<file path="src/sv/ggm_pkg.sv">
// Package for the grid gradient magnitude unit.
// Holds shared constants, the register indexes and the command codes.
package ggm_pkg;

  localparam int unsigned CfgColsIdx = 0;
  localparam int unsigned CfgRowsIdx = 1;
  localparam int unsigned CfgInvIdx  = 2;

  localparam logic CmdLoad  = 1'b0;
  localparam logic CmdQuery = 1'b1;

  localparam logic [12:0] ColsReset = 13'd64;
  localparam logic [12:0] RowsReset = 13'd64;
  localparam logic [23:0] InvReset  = 24'd65536;

  localparam logic [28:0] DerivClamp = 29'h1000_0000;
  localparam logic [23:0] OutMax     = 24'hFF_FFFF;

endpackage

</file>
<file path="src/sv/ggm_cfg.sv">
// APB-style configuration register file for the grid gradient magnitude unit.
// Depends on ggm_pkg.
module ggm_cfg (
  input  logic        clk_i,
  input  logic        rst_ni,
  input  logic        psel,
  input  logic        penable,
  input  logic        pwrite,
  input  logic [3:0]  paddr,
  input  logic [31:0] pwdata,
  output logic [31:0] prdata,
  output logic        pready,
  output logic [12:0] cols_o,
  output logic [12:0] rows_o,
  output logic [23:0] inv_o
);
  import ggm_pkg::*;

  logic [12:0] cols_q, rows_q;
  logic [23:0] inv_q;
  logic        wr;
  logic [1:0]  idx;

  assign wr     = psel && penable && pwrite;
  assign idx    = paddr[3:2];
  assign pready = 1'b1;

  always_ff @(posedge clk_i or negedge rst_ni) begin
    if (!rst_ni) begin
      cols_q <= ColsReset;
      rows_q <= RowsReset;
      inv_q  <= InvReset;
    end else if (wr && paddr[1:0] == 2'b00) begin
      case (idx)
        2'(CfgColsIdx): cols_q <= pwdata[12:0];
        2'(CfgRowsIdx): rows_q <= pwdata[12:0];
        2'(CfgInvIdx):  inv_q  <= pwdata[23:0];
        default: ;
      endcase
    end
  end

  always_comb begin
    case (idx)
      2'(CfgColsIdx): prdata = {19'd0, cols_q};
      2'(CfgRowsIdx): prdata = {19'd0, rows_q};
      2'(CfgInvIdx):  prdata = {8'd0, inv_q};
      default:        prdata = '0;
    endcase
  end

  assign cols_o = cols_q;
  assign rows_o = rows_q;
  assign inv_o  = inv_q;
endmodule

</file>
<file path="config.mk">
export PLATFORM = sky130hd
export DESIGN_NAME = ggm_cfg
export DESIGN_NICKNAME = d
export VERILOG_FILES = /design/src/sv/ggm_pkg.sv /design/src/sv/ggm_cfg.sv
export SDC_FILE = /design/constraint.sdc
export NUM_CORES = 1
export LEC_CHECK = 0
export ABC_AREA = 1
export BUFFER_PORTS_ARGS = -buffer_cell sky130_fd_sc_hd__buf_4
export CORE_UTILIZATION = 46
export DETAILED_ROUTE_END_ITERATION = 10
export GPL_ROUTABILITY_DRIVEN = 0
export GPL_TIMING_DRIVEN = 1
export PLACE_DENSITY = 0.8
export SYNTH_ARGS = -nofsm -noshare
export SYNTH_HDL_FRONTEND = slang
export SYNTH_SLANG_ARGS = --single-unit
</file>
<file path="constraint.sdc">
create_clock -name clk_i -period 1.4 [get_ports clk_i]
set_input_delay 0.28 -clock clk_i [delete_from_list [all_inputs] [get_ports clk_i]]
set_output_delay 0.28 -clock clk_i [all_outputs]
set_load 0.03 [all_outputs]
</file>
== After elaboration in Yosys (flattened, before gate mapping) ==
Index checks and enable logic that the tools add are counted.

* Register bits after elaboration: 50
* Output and inout port bits: 83

* Equality and inequality tests: 2
* Mux-type cells: 1
* Reductions and logical operators: 8

{| class="wikitable"
|+ Operators by type and width
! kind !! number
|-
| $pmux W24 S3 || 1
|-
| $reduce_and A2 Y1 || 3
|-
| $logic_not A2 Y1 || 2
|-
| $logic_and A1 B1 Y1 || 3
|-
| $eq A2 B1 Y1 const B || 1
|-
| $eq A2 B2 Y1 const B || 1
|}

== Longest topological paths before layout ==
* Depth in word-level cells: 4
* Depth in mapped cells: 6

== Least setup slack after synthesis ==
No wires, ideal clock.

* Kind: input -> output
* From: in paddr[3]
* To: out prdata[13]
* Arrival: 1.176 ns
* Setup slack: -0.056 ns
* Stages on the path: 6
* Buffers on the path: 2
* Cell sequence: inv_1 > nor2_2 > buf_6 > inv_2 > buf_4 > nor2_1

* Word-level cells in the longest chain between the ends: 2

{| class="wikitable"
|+ RTL lines
! element !! line !! RTL
|-
| start: declaration || ggm_cfg.sv:9 || <nowiki>input logic [3:0] paddr,</nowiki>
|-
| $eq A2 B2 Y1, or another cell as far along || ggm_cfg.sv:44 || <nowiki>case (idx)</nowiki>
|-
| $pmux W24 S3 * || ggm_cfg.sv:44 ||
|-
| end: declaration || ggm_cfg.sv:11 || <nowiki>output logic [31:0] prdata,</nowiki>
|}

Every way passes the cells marked *; elsewhere a longest branch is shown, timed or not.

== Final worst setup path ==
* From: in paddr[3]
* To: out prdata[5]

The elaborated chain is that of the path after synthesis.

==> flow_summary.yaml <==
floorplanning:
  die_h_um: 76.1
  die_w_um: 76.1
  core_area_um2: 5200
  initial_core_util_pct: 48.6
  die_area_um2: 5800
  num_rows: 26
  num_io_pins: 124
timing:
  rsz0062_at_grt: "true"
  fmax_ghz: 0.712
  fin_ws_ns: -0.00488
  hold_viol: 0
  fin_crit_sh_pct: 100
  drv_slew: 0
  finalSetupViolCount: 1
  fin_setup_tns_ns: -0.00488
  skew_ns: 0
  min_period_ns: 1.40
yosys:
  yosysSeqAreaShare_pct: 49.7
  synth_area_um2: 2530
  syn_inst: 321
  synth-seq-cells: 50
  ys_types: 16
  ys.warnings.count: 0
  syn_avg_cell_area_um2: 7.87
route:
  dr.pass1.iters: 4
  ant_nets: 0
  drt-initial-drc-count: 149
  vias_per_cell: 5.39
  drcViolationCount: 0
  wl_per_cell_um: 15.5
  routed_wl_um: 7860
  vias: 2736
critical_path:
  critPathKind: "input pin to primary output"
  required_ns: 1.12
  cp-end-kind: "primary output"
  r2r-start: "cols_o[6]$_DFFE_PN1P_"
  arrival_ns: 1.12
  start_kind: "input pin"
  crit_start: "paddr[3]"
  cp_max_fo: 6
power_and_ir_drop:
  power.switching_w: 0.00159
  p_int_w: 0.00257
  peakVddDrop_uv: 663
  seqPwrFrac_pct: 43.2
  switching_share_pct: 38.2
  leakagePower_nw: 2.11
  combPwrFrac_pct: 36.9
  power_density_nw_per_um2: 1100
  power.share.clock_pct: 19.9
clock_network:
  clkLatencyLatePin_ns: 0.29
  cts_buffers: 5
  cts_buffer_depth: 2
  clkTransAtPathRegs_ns: 0.09
  h-tree-depth: 2
  cts-root-buf: "clkbuf_8"
  cts_sinks: 50
  cts_tree: "yes"
placement:
  hpwl_um: 5020
  port_buffers: 106
outcome:
  outcome: "complete, but fails checks"
  violations: "setup timing"
final_layout:
  drive_gt1_share_pct: 37.7
  nets: 478
  layout_common_cells: "nand2_1, buf_4, nand4_1"
  antennaDiodeCount: 0
  area_delta_synth_final_pct: 49.4
  final_common_cell: "nand2_1"
  final_util_pct: 72.5
worst_hold_path:
  min_from: "pwdata[16]"
  worst_hold_path_type: "input pin to flop"
run:
  drv_cap: 0
global_route:
  antenna_found_initial: 0
  grt_pass1_wl_um: 11800
  grt_pass1_vias: 2509
  grt_max_degree: 30
  gr-total-overflow: 0
  grt_use_total_pct: 24.9
==> state kept, by name, summed over array words and instances, names as in the netlist <==
name and count:
cols_o 13, inv_o 24, rows_o 13
==> power by group through the flow <==
stage	clock network (W)	logic (W)	registers, W
global placement	0	0.00139	0.00182
global route	0.000899	0.00163	0.00182
floorplan	0	0.000457	0.00218
finish	0.000827	0.00154	0.00180
detailed placement	0	0.00142	0.00183
CTS	0.000845	0.00145	0.00180
==> what timing repair did <==
action | in CTS | in global routing
gates resized for setup | 5 | 22
hold endpoints to repair | 20 | 0
cloned | 0 | 3
endpoints found under the setup margin | 4 | 16
pin swaps | 2 | 1
hold buffers | 1 | 0
buffers inserted | 3 | 3
==> logic make-up after synthesis <==
| family | count (synthesis) | share of synthesized area [%] |
|---|---|---|
| and+or+nand+nor | 222 | 40.2 |
| buffers and inverters | 47 | 9.85 |
| DFF | 50 | 49.7 |
| other | 2 | 0.297 |
==> routing by layer <==
layer	GRT usage [%]	share of wire (%)	up-vias
met4	4.81	1.6	0
met1	31.7	39	1331
met3	4.91	7.1	13
met2	44.0	52	128
li1	-	-	1264
met5	0	0	-
==> worst max-delay path, stage by stage <==
cell and delay (ns):
buf_6 0.10, inv_2 0.05, nor2_4 0.12, buf_12 0.14, clkbuf_16 0.15, nand2_1 0.07
nand3_2 0.08, buf_6 0.13
==> final timing paths <==
check	end	slack, ns	cells after the start
worst max-delay path	prdata[5]	-0.005	8
worst min-delay path	inv_o[16]$_DFFE_PN1P_	0.22	3
worst max register to register	cols_o[6]$_DFFE_PN1P_	0.58	3
worst min register to register	inv_o[0]$_DFFE_PN0P_	0.50	2
max in group asynchronous	rows_o[6]$_DFFE_PN1P_	0.48	3
min in group asynchronous	inv_o[18]$_DFFE_PN0P_	0.40	2
==> Yosys cell counts, drive strengths merged <==
library cell | number | share of area [%]
clkbuf | 6 | 0.89
nor2 | 16 | 3.5
nand3 | 16 | 3.6
buf | 26 | 6.7
dfstp | 3 | 3.1
dfrtp | 47 | 47
nand4 | 50 | 12
inv | 15 | 2.2
conb | 2 | 0.30
nand2 | 140 | 21
==> layout make-up <==
| cell class | count | area [µm²] |
|---|---|---|
| clock buffers | 5 | 68.8 |
| clock inverters | 3 | 21.3 |
| fillers | 400 | 1430 |
| inverters | 15 | 58.8 |
| multi-input cells | 231 | 1110 |
| flip-flops and latches | 50 | 1250 |
| well taps | 70 | 87.6 |
| repair buffers | 134 | 1170 |
==> metrics by stage <==
step | power, W | instance area [µm²] | worst slack, ns | instances | hold slack [ns]
after floorplan | 0.00263 | 2550 | -0.0563 | 328 | -0.0156
after global placement | 0.00321 | 3430 | 0.0425 | 490 | 0.187
after detailed placement | 0.00325 | 3430 | -0.0213 | 490 | 0.187
after CTS | 0.00409 | 3580 | 0.00427 | 502 | 0.210
after global routing | 0.00435 | 3780 | -0.0398 | 508 | 0.221
final | 0.00417 | 3780 | -0.00488 | 508 | 0.220
Note: power is estimated with default switching activity, not from simulation.
