===== src/sv/ggm_pkg.sv =====
// Package for the grid gradient magnitude unit.
// Holds shared constants, the register indexes and the command codes.
package ggm_pkg;

  localparam int unsigned CfgColsIdx = 0;
  localparam int unsigned CfgRowsIdx = 1;
  localparam int unsigned CfgInvIdx  = 2;

  localparam logic CmdLoad  = 1'b0;
  localparam logic CmdQuery = 1'b1;

  localparam logic [12:0] ColsReset = 13'd64;
  localparam logic [12:0] RowsReset = 13'd64;
  localparam logic [23:0] InvReset  = 24'd65536;

  localparam logic [28:0] DerivClamp = 29'h1000_0000;
  localparam logic [23:0] OutMax     = 24'hFF_FFFF;

endpackage


===== src/sv/ggm_isqrt.sv =====
// Iterative floor integer square root, one result bit per cycle.
// Depends on ggm_pkg.
module ggm_isqrt (
  input  logic        clk_i,
  input  logic        rst_ni,
  input  logic        start_i,
  input  logic [57:0] radicand_i,
  output logic        done_o,
  output logic [28:0] root_o
);
  import ggm_pkg::*;

  logic [57:0] rem_q, rem_d;
  logic [28:0] root_q, root_d;
  logic [4:0]  cnt_q, cnt_d;
  logic        busy_q, busy_d;
  logic        done_q, done_d;
  logic [59:0] trial;
  logic [59:0] remx;

  always_comb begin
    rem_d  = rem_q;
    root_d = root_q;
    cnt_d  = cnt_q;
    busy_d = busy_q;
    done_d = 1'b0;
    remx   = {2'b00, rem_q};
    trial  = '0;
    if (start_i) begin
      rem_d  = radicand_i;
      root_d = '0;
      cnt_d  = 5'd28;
      busy_d = 1'b1;
    end else if (busy_q) begin
      // Bit cnt of the root: test (root << (cnt+1)) + (1 << 2cnt) against the remainder.
      trial = (60'(root_q) << (cnt_q + 5'd1)) + (60'd1 << {cnt_q, 1'b0});
      if (remx >= trial) begin
        rem_d  = rem_q - trial[57:0];
        root_d = root_q | (29'd1 << cnt_q);
      end
      if (cnt_q == 5'd0) begin
        busy_d = 1'b0;
        done_d = 1'b1;
      end else begin
        cnt_d = cnt_q - 5'd1;
      end
    end
  end

  always_ff @(posedge clk_i or negedge rst_ni) begin
    if (!rst_ni) begin
      busy_q <= 1'b0;
      done_q <= 1'b0;
      cnt_q  <= '0;
    end else begin
      busy_q <= busy_d;
      done_q <= done_d;
      cnt_q  <= cnt_d;
    end
  end

  always_ff @(posedge clk_i) begin
    rem_q  <= rem_d;
    root_q <= root_d;
  end

  assign done_o = done_q;
  assign root_o = root_q;
endmodule


===== config.mk =====
export PLATFORM = sky130hd
export DESIGN_NAME = ggm_isqrt
export DESIGN_NICKNAME = d
export VERILOG_FILES = /design/src/sv/ggm_pkg.sv /design/src/sv/ggm_isqrt.sv
export SDC_FILE = /design/constraint.sdc
export NUM_CORES = 1
export LEC_CHECK = 0
export ABC_AREA = 1
export BUFFER_PORTS_ARGS = -buffer_cell sky130_fd_sc_hd__buf_2
export CORE_UTILIZATION = 31
export CTS_CLUSTER_SIZE = 30
export DETAILED_ROUTE_END_ITERATION = 10
export GPL_TIMING_DRIVEN = 0
export PLACE_DENSITY = 0.56
export SETUP_SLACK_MARGIN = 0.3
export SLEW_MARGIN = 0
export SYNTH_ARGS = -nofsm -noshare
export SYNTH_HDL_FRONTEND = slang
export SYNTH_SLANG_ARGS = --single-unit

===== constraint.sdc =====
create_clock -name clk_i -period 7.6 [get_ports clk_i]
set_input_delay 0.38 -clock clk_i [delete_from_list [all_inputs] [get_ports clk_i]]
set_output_delay 0.38 -clock clk_i [all_outputs]
set_load 0.1 [all_outputs]

== Word level (Yosys, flattened, before mapping) ==
Index checks and enable logic that the tools add are counted.

* Register bits: 94
* Bits of input ports: 61
* Output and inout bits: 30
* Word-level logic and storage cells: 33

* $add $sub $neg: 4
* Order comparisons: 1
* Equal/unequal tests: 1
* Shifts and indexed selects: 3
* Mux-type cells: 12
* Bitwise gates (word level): 1
* Reduce and logical (&&, ||, !) cells: 6

{| class="wikitable"
|+ Operators with widths
! cell !! count
|-
| two-way mux 58 bit || 3
|-
| adder 60 bit || 1
|-
| >= comparator 58 x 60 -> 1 bit || 1
|-
| << shifter 1 x 6 -> 60 bit, first input constant || 1
|-
| << shifter 29 x 5 -> 60 bit || 1
|-
| subtractor 58 bit || 1
|-
| OR 29 bit || 1
|-
| << shifter 1 x 5 -> 29 bit, first input constant || 1
|-
| two-way mux 5 bit || 3
|-
| two-way mux 1 bit || 6
|-
| AND reduction 2 bit || 3
|-
| adder 5 x 1 -> 5 bit, second input constant || 1
|-
| logical NOT 5 bit || 1
|-
| subtractor 5 x 1 -> 5 bit, second input constant || 1
|-
| nonzero test 2 bit || 2
|-
| != test 2 bit, second input constant || 1
|}

== Longest topological paths before layout ==
Gate-level depths: netlist of the first run.

* Depth in word-level cells: 7
* Mapped depth: 45
* Depth with buffers taken out: 41

== Worst setup path after synthesis of the first run ==
No wires, ideal clock.

* Kind: register to register
* Start point: reg cnt_q[0]
* End point: reg rem_q[0], enable pin
* Library setup time: 0.417 ns
* Data arrival time: 6.946 ns
* Required time: 7.183 ns
* Slack: 0.237 ns
* Cell stages (with the launch flop): 42
* Buffers on the path: 5
* Period minus slack after synthesis: 7.363 ns
* Path through: dfrtp_1 inv_2 buf_2 ha_1 buf_4 inv_4 buf_4 clkbuf_1 mux2i_1 mux2i_1 o21ai_0 mux2i_1 ha_1 inv_1 nor2_2 inv_2 nor2_1 inv_2 [... 6 more ...] nand2_1 nand2_1 ha_1 nand2_1 nor2_1 inv_1 nor4_1 nand3_1 nand3_1 nand2_1 nand2_1 nand3_1 nand2_1 nand2_1 nor2_8 buf_8 nand2_1 nand2_1

* Word-level cells in the longest chain between the ends: 6
* Elaborated cells between the ends (all ways): 7
* Those cells by class: add/sub: 2; order compare: 1; shift: 2; reduce/logical: 2

{| class="wikitable"
|+ RTL lines
! item !! RTL line !! text
|-
| start, declared || ggm_isqrt.sv:15 || <nowiki>logic [4:0] cnt_q, cnt_d;</nowiki>
|-
| start signal, assigned || ggm_isqrt.sv:58 || <nowiki>cnt_q <= cnt_d;</nowiki>
|-
| adder 5 x 1 -> 5 bit || ggm_isqrt.sv:36 || <nowiki>trial = (60'(root_q) << (cnt_q + 5'd1)) + (60'd1 << {cnt_q, 1'b0});</nowiki>
|-
| << shifter 29 x 5 -> 60 bit || ggm_isqrt.sv:36 ||
|-
| adder 60 bit (*) || ggm_isqrt.sv:36 ||
|-
| >= comparator 58 x 60 -> 1 bit (*) || ggm_isqrt.sv:37 || <nowiki>if (remx >= trial) begin</nowiki>
|-
| nonzero test 2 bit (no source line) (*) || - ||
|-
| AND reduction 2 bit (no source line) (*) || - ||
|-
| end signal, assigned || ggm_isqrt.sv:63 || <nowiki>rem_q <= rem_d;</nowiki>
|-
| end, declared || ggm_isqrt.sv:13 || <nowiki>logic [57:0] rem_q, rem_d;</nowiki>
|}

Every way passes the cells marked *; elsewhere a longest branch is shown, timed or not.
A chain may end at the register's enable or synchronous reset.

== Worst setup path after layout of the first run ==
* Start point: reg cnt_q[0]
* End point: reg rem_q[23], enable pin

Same word-level chain as after synthesis.

==> impl.org, run 1 <==
** CTS
- Clock tree from TritonCTS :: built
- In this run the deepest clock path goes through 2 buffers.
- Clock tree synthesis found a total of 94 sinks.
- CTS HTree Levels :: 3
- Number of CTS-inserted buffers :: 9
- At the later pin of the worst-skew pair, clock insertion delay measures 0.41 ns.
- The cell sitting at the root of the clock tree is a clkbuf_16.
- Clock slew seen by the registers of the worst setup and hold paths :: about 0.08 ns

** Worst setup path
- Largest fanout on the critical path :: 12
- Max stage delay cell, worst path :: dfrtp_2
- In this design, the critical path's most frequently occurring cell is nand2_1.
- STA classifies the critical path startpoint as a flip-flop.
- Largest stage delay on the critical path :: 0.46 ns
- Worst EP arrival :: 7.12 ns
- The critical path is of the reg2reg type.
- The most critical setup path has its startpoint at cnt_q[0].
- Required arrival time at the worst endpoint :: 7.72 ns
- STA classifies the critical path endpoint as a flip-flop.
- FF-to-FF Start :: cnt_q[0]
- Cells on worst reg2reg path :: 39

** Route
- For this block, the via count after detailed routing is 14700.
- Dividing the detail-routed wire length by the instance count gives 18.9 um.
- For this block, the routed nets add up to 53.2 mm of wire.
- The detail route stage leaves a number of antenna-violating nets equal to 0.
- Routed met3 length :: 2.55 mm
- Max Used Layer :: met4
- Using the TritonRoute via totals, the vias-per-cell ratio works out to 5.25.
- Number of violations reported at the end of detailed-routing iteration 0 :: 1188
- Before antenna repair, the detailed router went through 5 iterations.
- Length of routed wiring on met1 :: approximately 25 mm
- After detailed routing, the number of remaining DRC violations is 0.
- Routed met2 length :: 23.9 mm

** Cells and area
- Leaving out fill and tap cells, the most frequent cell in the layout is nand2_1.
- The net count of the finished layout is 2420.
- Cells fill 37.2% of the core in the end.
- Antenna diodes :: 0
- Non-filler instance count after layout :: ~2800
- Post-route standard cell area excluding fillers :: 15700 um2
- Most frequent cells in the layout :: nand2_1 (538), inv_1 (266), nand3_1 (219), nor2_1 (189), a21oi_1 (103)
- Of the cells placed in the final design, the portion with a size suffix greater than 1 is 19.5%.
- Area growth from synthesis to layout :: 17.6%

** Global route
- Global routing finished with a remaining overflow of 0.
- For this run, the total global-route usage over all layers was measured as 24.3%.
- Pin count of the biggest net entering global routing :: 17
- The number of antenna violations at the first check in global routing came to 0.
- The first global-routing pass estimated slightly above 80 mm of wire.
- The via count of the first global-routing pass is 14200.

** Timing
- For the finished layout, the period the worst path requires is between 7 and 8 ns.
- Once routing completed, OpenROAD measured the worst setup slack at 0.597 ns.
- Final setup violation count :: 0
- Hold Violations, Final :: 0
- At the pin with the least slew margin, the transition time is 0.938 ns.
- Accumulated negative setup slack :: 0 ns
- Maximum clock frequency :: about 140 MHz
- Final Cycle Share :: 92.1%
- Hold is met by about 0.24 ns.
- The max-slew violation count came to 0.
- On the final layout, the worst clock skew is 0.0208 ns.
- Max_slew headroom :: 37.5%
- Setup repair after global routing left no endpoint under its margin.

** Pwr
- The clock network accounts for a little under a tenth of the total power.
- Net switching is a little over half of the power.
- IR analysis of the VDD net gives a maximum drop of between 100 and 150 uV.
- The internal portion of the total power is 2.40 mW.
- Leakage power summed over all cells :: approximately 6.7 nW
- In this run the power density over the cells is around 330 nW/um2.
- Summing internal, switching and leakage power gives 5.14 mW.
- Combinational fraction of design power :: 73.1%
- Part of the total power dissipated in sequential elements :: 17.4%
- For this design the total switching power over the nets is 2.73 mW.

** Logic synthesis
- Synth Instances :: 2128
- Synthesis instantiated 66 different standard cells from the library.
- The number of nets in the synthesized netlist is 2285.
- Cell area after synthesis :: about 13000 um2
- Average footprint of a synthesized cell :: about 6.3 um2
- Total of warnings raised by yosys :: 0
- For this run, the leading register cell type out of synthesis is edfxtp_1.
- The synthesized design contains just under 60 enable-type register cells.
- Fraction of the yosys area taken by sequential cells :: around a fifth
- Synthesis inferred 94 register bits.
- Post-synthesis async set-or-reset flop share :: 7.45%

** Floorplanning
- The region available for standard cell placement spans 42100 um2.
- Measured along the y axis, the die boundary spans 209 um.
- The floorplan has 75 rows.
- The die is 209 um wide.
- The die covers ~44000 um2.
- The initial utilization of the core area, before any placement, comes to approximately a third.
- 91 I/O pins were placed.

** Place
- HPWL after DPL :: about 44 mm
- Buffers added on ports :: 90
- GPL Wtd Cong :: 1.01
- Cell total after placement :: 2757
- Total cell area at the placement stage :: 14400 um2
- Setup slack at placement :: -1.32 ns

** Job
- Across the run, the number of max-cap violations was 0.

** Worst hold path
- Worst min-delay path startpoint :: radicand_i[56]
- Hold/Removal Path Class :: in2reg
- Counting instances, the worst hold path has a depth of 3.

** Outcome
- The run finished with clean final reports.
## worst paths after layout
kind                                    to  slack, ns
worst min-delay path             rem_q[56]       0.24
worst min register to register  root_o[12]       0.50
worst max-delay path             rem_q[23]       0.60
worst max register to register   rem_q[23]       0.60
min in group asynchronous         cnt_q[3]       0.35
max in group asynchronous         cnt_q[1]       7.07
## power by group through the flow
stage               registers, mW  logic, mW  clock network, mW
floorplan                   0.895       2.48                  0
global placement            0.898       3.34                  0
detailed placement          0.896       3.36                  0
CTS                         0.883       3.54              0.504
global route                0.906       4.14              0.520
finish                      0.891       3.76              0.490
## worst max-delay path: cells and delay by family (launching register included)
kind                     cells  cell delay, ns
AND/OR/NAND/NOR             20            2.79
buffers and inverters       11            1.58
adder cells (fa/ha/maj)      3            0.99
multiplexers                 3            0.64
flip-flops                   1            0.46
AO/OA/AOI/OAI                2            0.20
## layout make-up
type,instances,area [um2]
Buffer,59,428
Clock buffer,10,229
Clock inverter,6,68.8
Fill cell,4674,26500
Inverter,288,1100
Multi-Input combinational cell,1691,9950
Sequential cell,94,2500
Tap cell,539,674
Timing Repair Buffer,120,703
## state kept, by name, summed over array words and instances, names as in the netlist
name / flops
busy_q: 1
cnt_q: 5
done_o: 1
rem_q: 58
root_o: 29
## logic make-up (layout without fill, tap and decap cells)
family	Yosys count	count (layout)	synth area share, %
AOI/OAI and AO/OA	353	353	15.8
xor gates and xnor gates	51	51	3.50
adders and majority gates	96	96	9.08
buffers and inverters	347	483	11.0
DFF	94	94	18.8
muxes	29	29	2.18
and+or+nand+nor	1158	1162	39.7
## metal layers
| metal | GRT usage [%] | vias up |
|---|---|---|
| met5 | 0 | - |
| met4 | 9.03 | 0 |
| met3 | 2.86 | 100 |
| met2 | 39.8 | 431 |
| met1 | 32.6 | 6879 |
| li1 | - | 7330 |
## synth_stat cells (30+ instances only)
master	number	area, um2
a21oi_1	109	546
clkbuf_1	30	113
edfxtp_1	58	1740
ha_1	95	1190
inv_1	266	998
nand2_1	548	2060
nand3_1	221	1110
nand3_2	41	410
nor2_1	205	769
nor3_1	37	185
o21ai_0	111	556
or2_2	33	206
xor2_1	37	324
## timing repair
action,CTS,global route
buffers inserted,8,21
gates resized for setup,45,113
hold buffers,1,0
hold endpoints to repair,7,0
pin swaps,5,24
gates cloned,4,0
endpoints found under the setup margin,111,94
Note: power is estimated with default switching activity, not from simulation.
==> run 2: changes to the inputs <==
--- a/config.mk
+++ b/config.mk
@@ -7,11 +7,11 @@
 export LEC_CHECK = 0
 export ABC_AREA = 1
 export BUFFER_PORTS_ARGS = -buffer_cell sky130_fd_sc_hd__buf_2
-export CORE_UTILIZATION = 31
+export CORE_UTILIZATION = 45
 export CTS_CLUSTER_SIZE = 30
 export DETAILED_ROUTE_END_ITERATION = 10
 export GPL_TIMING_DRIVEN = 0
-export PLACE_DENSITY = 0.56
+export PLACE_DENSITY = 0.73
 export SETUP_SLACK_MARGIN = 0.3
 export SLEW_MARGIN = 0
 export SYNTH_ARGS = -nofsm -noshare
==> impl.org, run 2 (synthesis gave the netlist of run 1 again) <==
** Timing
- The number of failing hold endpoints at the final stage came to 0 (unchanged).
- Accumulated negative setup slack :: 0 ns (unchanged)
- The number of endpoints failing setup at the final stage came to 0 (unchanged).
- The worst-margin pin slew is 1.08 ns (was 0.938 ns).
- Max_slew headroom :: 28.3% (was 37.5%)
- Minimum clock period after layout :: 7.03 ns (was 7.00 ns)
- Setup repair after global routing missed its margin: false (unchanged).
- Final-report max-slew violation count :: 0 (unchanged)
- The share of the cycle needed by the critical path after routing is 92.5% (was 92.1%).
- Maximum clock frequency :: 142 MHz (was 143 MHz)
- The worst hold slack was 0.249 ns (was 0.241 ns).
- Worst clock skew on the final layout :: 0.0155 ns (was 0.0208 ns)

** Route
- Routed length per placed instance :: 19.3 um (was 18.9 um)
- The via density per instance was 5.59 (was 5.25).
- The iteration count of the initial detailed-routing pass came to 6 (was 5).
- The detailed router's first-iteration violation count was 1346 (was 1188).
- The number of antenna-violating nets in the routed design is 0 (unchanged).
- Total wire length after detailed routing :: 50.9 mm (was 53.2 mm)
- Count of unresolved DRC violations after routing :: 0 (unchanged)
- The vias after detailed routing came to 14800 (was 14700).

** Global route
- The overall routing resource usage came to 33.4% (was 24.3%).
- Met2 layer usage reported by global route :: 56.2% (was 39.8%)
- Global Route met1 Usage :: 41.4% (was 32.6%)
- The via count of the first global-routing pass came to 14200 (unchanged).
- Met3 Usage GRT :: 3.76% (was 2.86%)
- The pin count of the biggest net entering global routing was 16 (was 17).
- The global route total overflow is 0 (unchanged).
- Antenna violations before repair :: 0 (unchanged)
- The global-route wire length before repair came to 77.5 mm (was 80.7 mm).
- Layer carrying the most global-route usage :: met2 (unchanged)

** Worst hold path
- The worst hold path endpoint is rem_q[15] (was rem_q[56]).
- Cell depth of the worst min-delay path :: 3 (unchanged)
- The path category of the worst min-delay check is in2reg (unchanged).
- Worst min-delay path startpoint :: radicand_i[15] (was radicand_i[56])

** Pwr
- The leakage power of the design was 6.60 nW (was 6.68 nW).
- The switching power came to 2.71 mW (was 2.73 mW).
- The power density of the placed cells was 332 nW/um2 (was 328 nW/um2).
- The switching portion of total power came to 53.7% (was 53.2%).
- The portion of total power attributed to combinational logic came to 72.7% (was 73.1%).
- Clock network power share :: 9.7% (was 9.5%)
- Peak supply drop :: 258 uV (was 142 uV)
- The internal power came to 2.34 mW (was 2.40 mW).
- Part of the total power dissipated in sequential elements :: 17.5% (was 17.4%)

** Cells and area
- The leading cell type in the layout, fill and taps excluded was nand2_1 (unchanged).
- The core utilization of the finished layout was 52.6% (was 37.2%).
- The layout filler cell count was 3051 (was 4674).
- Most frequent cells in the layout :: nand2_1 (543), inv_1 (266), nand3_1 (219), nor2_1 (189), a21oi_1 (104) (was nand2_1 (538), inv_1 (266), nand3_1 (219), nor2_1 (189), a21oi_1 (103))
- Non-filler instance count after layout :: 2643 (was 2807)
- Final net count :: 2411 (was 2420)
- The number of diodes is 0 (unchanged).
- Layout cell share with drive strength beyond 1 :: 18.2% (was 19.5%)
- Area growth from synthesis to layout :: 14.4% (was 17.6%)
- Register ranked first by flip-flop count :: rem_q (unchanged)
- The number of flip-flops in the largest register is 58 (unchanged).

** Floorplanning
- Horiz. Die Dim :: 174 um (was 209 um)
- The I/O pin count is 91 (unchanged).
- The vertical die dimension came to 174 um (was 209 um).
- Full die area :: 30300 um2 (was 43800 um2)
- The number of rows created at floorplan came to 62 (was 75).
- Starting utilization of the core area :: 46.0% (was 31.6%)
- The area inside the core boundary is 28900 um2 (was 42100 um2).

** Worst setup path
- The capture point of the worst reg-to-reg path is rem_q[53] (was rem_q[23]).
- The longest individual stage delay on the worst path is 0.45 ns (was 0.46 ns).
- The top fanout value on the critical path came to 12 (unchanged).
- The critical path endpoint category is a flip-flop (unchanged).
- The kind of start point of the critical path is a flip-flop (unchanged).
- Max stage delay cell, worst path :: dfrtp_2 (unchanged)
- The startpoint of the most critical register-to-register path is cnt_q[0] (unchanged).
- Critical path type :: reg2reg (unchanged)
- Worst EP arrival :: 7.11 ns (was 7.12 ns)
- Required arrival time at the worst endpoint :: 7.68 ns (was 7.72 ns)
- Cells on worst reg2reg path :: 40 (was 39)
- The internal reg-to-reg setup slack is 0.57 ns (was 0.60 ns).
- Most Frequent Cell on Critical Path :: nand2_1 (unchanged)

** CTS
- The number of clock sinks is 94 (unchanged).
- The CTS root buffer is clkbuf_16 (unchanged).
- Number of CTS-inserted buffers :: 9 (unchanged)
- Clock slew seen by the registers of the worst setup and hold paths :: 0.07 ns (was 0.08 ns)
- The clock tree from TritonCTS is built (unchanged).
- The worst-case clock buffer depth was 2 (unchanged).
- CTS HTree Levels :: 3 (unchanged)
- Insertion delay of the later-clocked pin in the worst-skew pair :: 0.40 ns (was 0.41 ns)

** Place
- The count of input and output buffers came to 90 (unchanged).
- The total placed cells including tap cells came to 2602 (was 2757).
- HPWL after DPL :: 41.8 mm (was 44.1 mm)
- The final weighted congestion of routability-driven global placement is 1.03 (was 1.01).

** Outcome
- Outcome: complete, no violations (unchanged).

** Job
- # Max-Cap Violations :: 0 (unchanged)
## run 2: changes by cell type in the layout (fill, tap and decap cells not counted), sizes merged
cell      previous run  this run
buf                150       136
inv                289       288
clkbuf              38        40
nand2              570       573
clkinv               3         2
clkinvlp             1         3
## run 2: worst max-delay path by stage
stage / from / end / depth (start not counted)
5_1_grt: cnt_q[0] / rem_q[21] / 40
3_5_place_dp: cnt_q[0] / rem_q[1] / 38
2_1_floorplan: cnt_q[0] / rem_q[0] / 41
4_1_cts: cnt_q[0] / rem_q[5] / 36
6_report: cnt_q[0] / rem_q[53] / 40
3_3_place_gp: cnt_q[0] / rem_q[13] / 38
## run 2: what timing repair did
action | 4_1_cts | 5_1_grt
setup endpoints to repair | 100 | 92
resized for setup | 31 | 99
cloned | 5 | 2
endpoints found under the hold margin | 7 | 0
hold buffers | 1 | 0
pin swaps | 3 | 14
buffers inserted | 4 | 13
## run 2: power by group through the flow
stage | logic [mW] | clock network (mW) | registers, mW
6_report | 3.68 | 0.491 | 0.886
5_1_grt | 4.03 | 0.510 | 0.900
4_1_cts | 3.45 | 0.497 | 0.879
3_5_place_dp | 3.32 | 0 | 0.894
3_3_place_gp | 3.27 | 0 | 0.890
2_1_floorplan | 2.48 | 0 | 0.895
## run 2: critical path, delay by kind of cell, from the launching register on
family          cells  cell delay, ns
compound gates      5            1.05
xor+xnor            1            0.13
fa+ha+maj           3            1.01
buf+inv            10            1.39
flops               1            0.45
mux                 1            0.20
simple gates       20            2.45
## run 2: area by class of cell
class,count,area [um2],share of cell area [%]
multi-input cells,1694,9850,64.7
well taps,384,480,3.16
repair buffers,108,588,3.86
clock inverters,6,60.1,0.394
inverters,288,1100,7.22
flip-flops and latches,94,2500,16.4
plain buffers,59,424,2.79
clock buffers,10,229,1.50
## run 2: layer usage
metal,vias to the layer above,wire length [um]
met5,-,0
met4,0,2820
met3,115,2650
met2,531,23400
met1,6826,22100
li1,7303,-
## run 2: per-stage QoR
step	cell area [um2]	power (mW)	setup WS, ns
finish	15200	5.05	0.567
global route	15200	5.44	0.308
detailed placement	14300	4.21	-1.27
CTS	14700	4.83	0.313
floorplan	13300	3.38	0.786
global placement	14200	4.16	-1.67
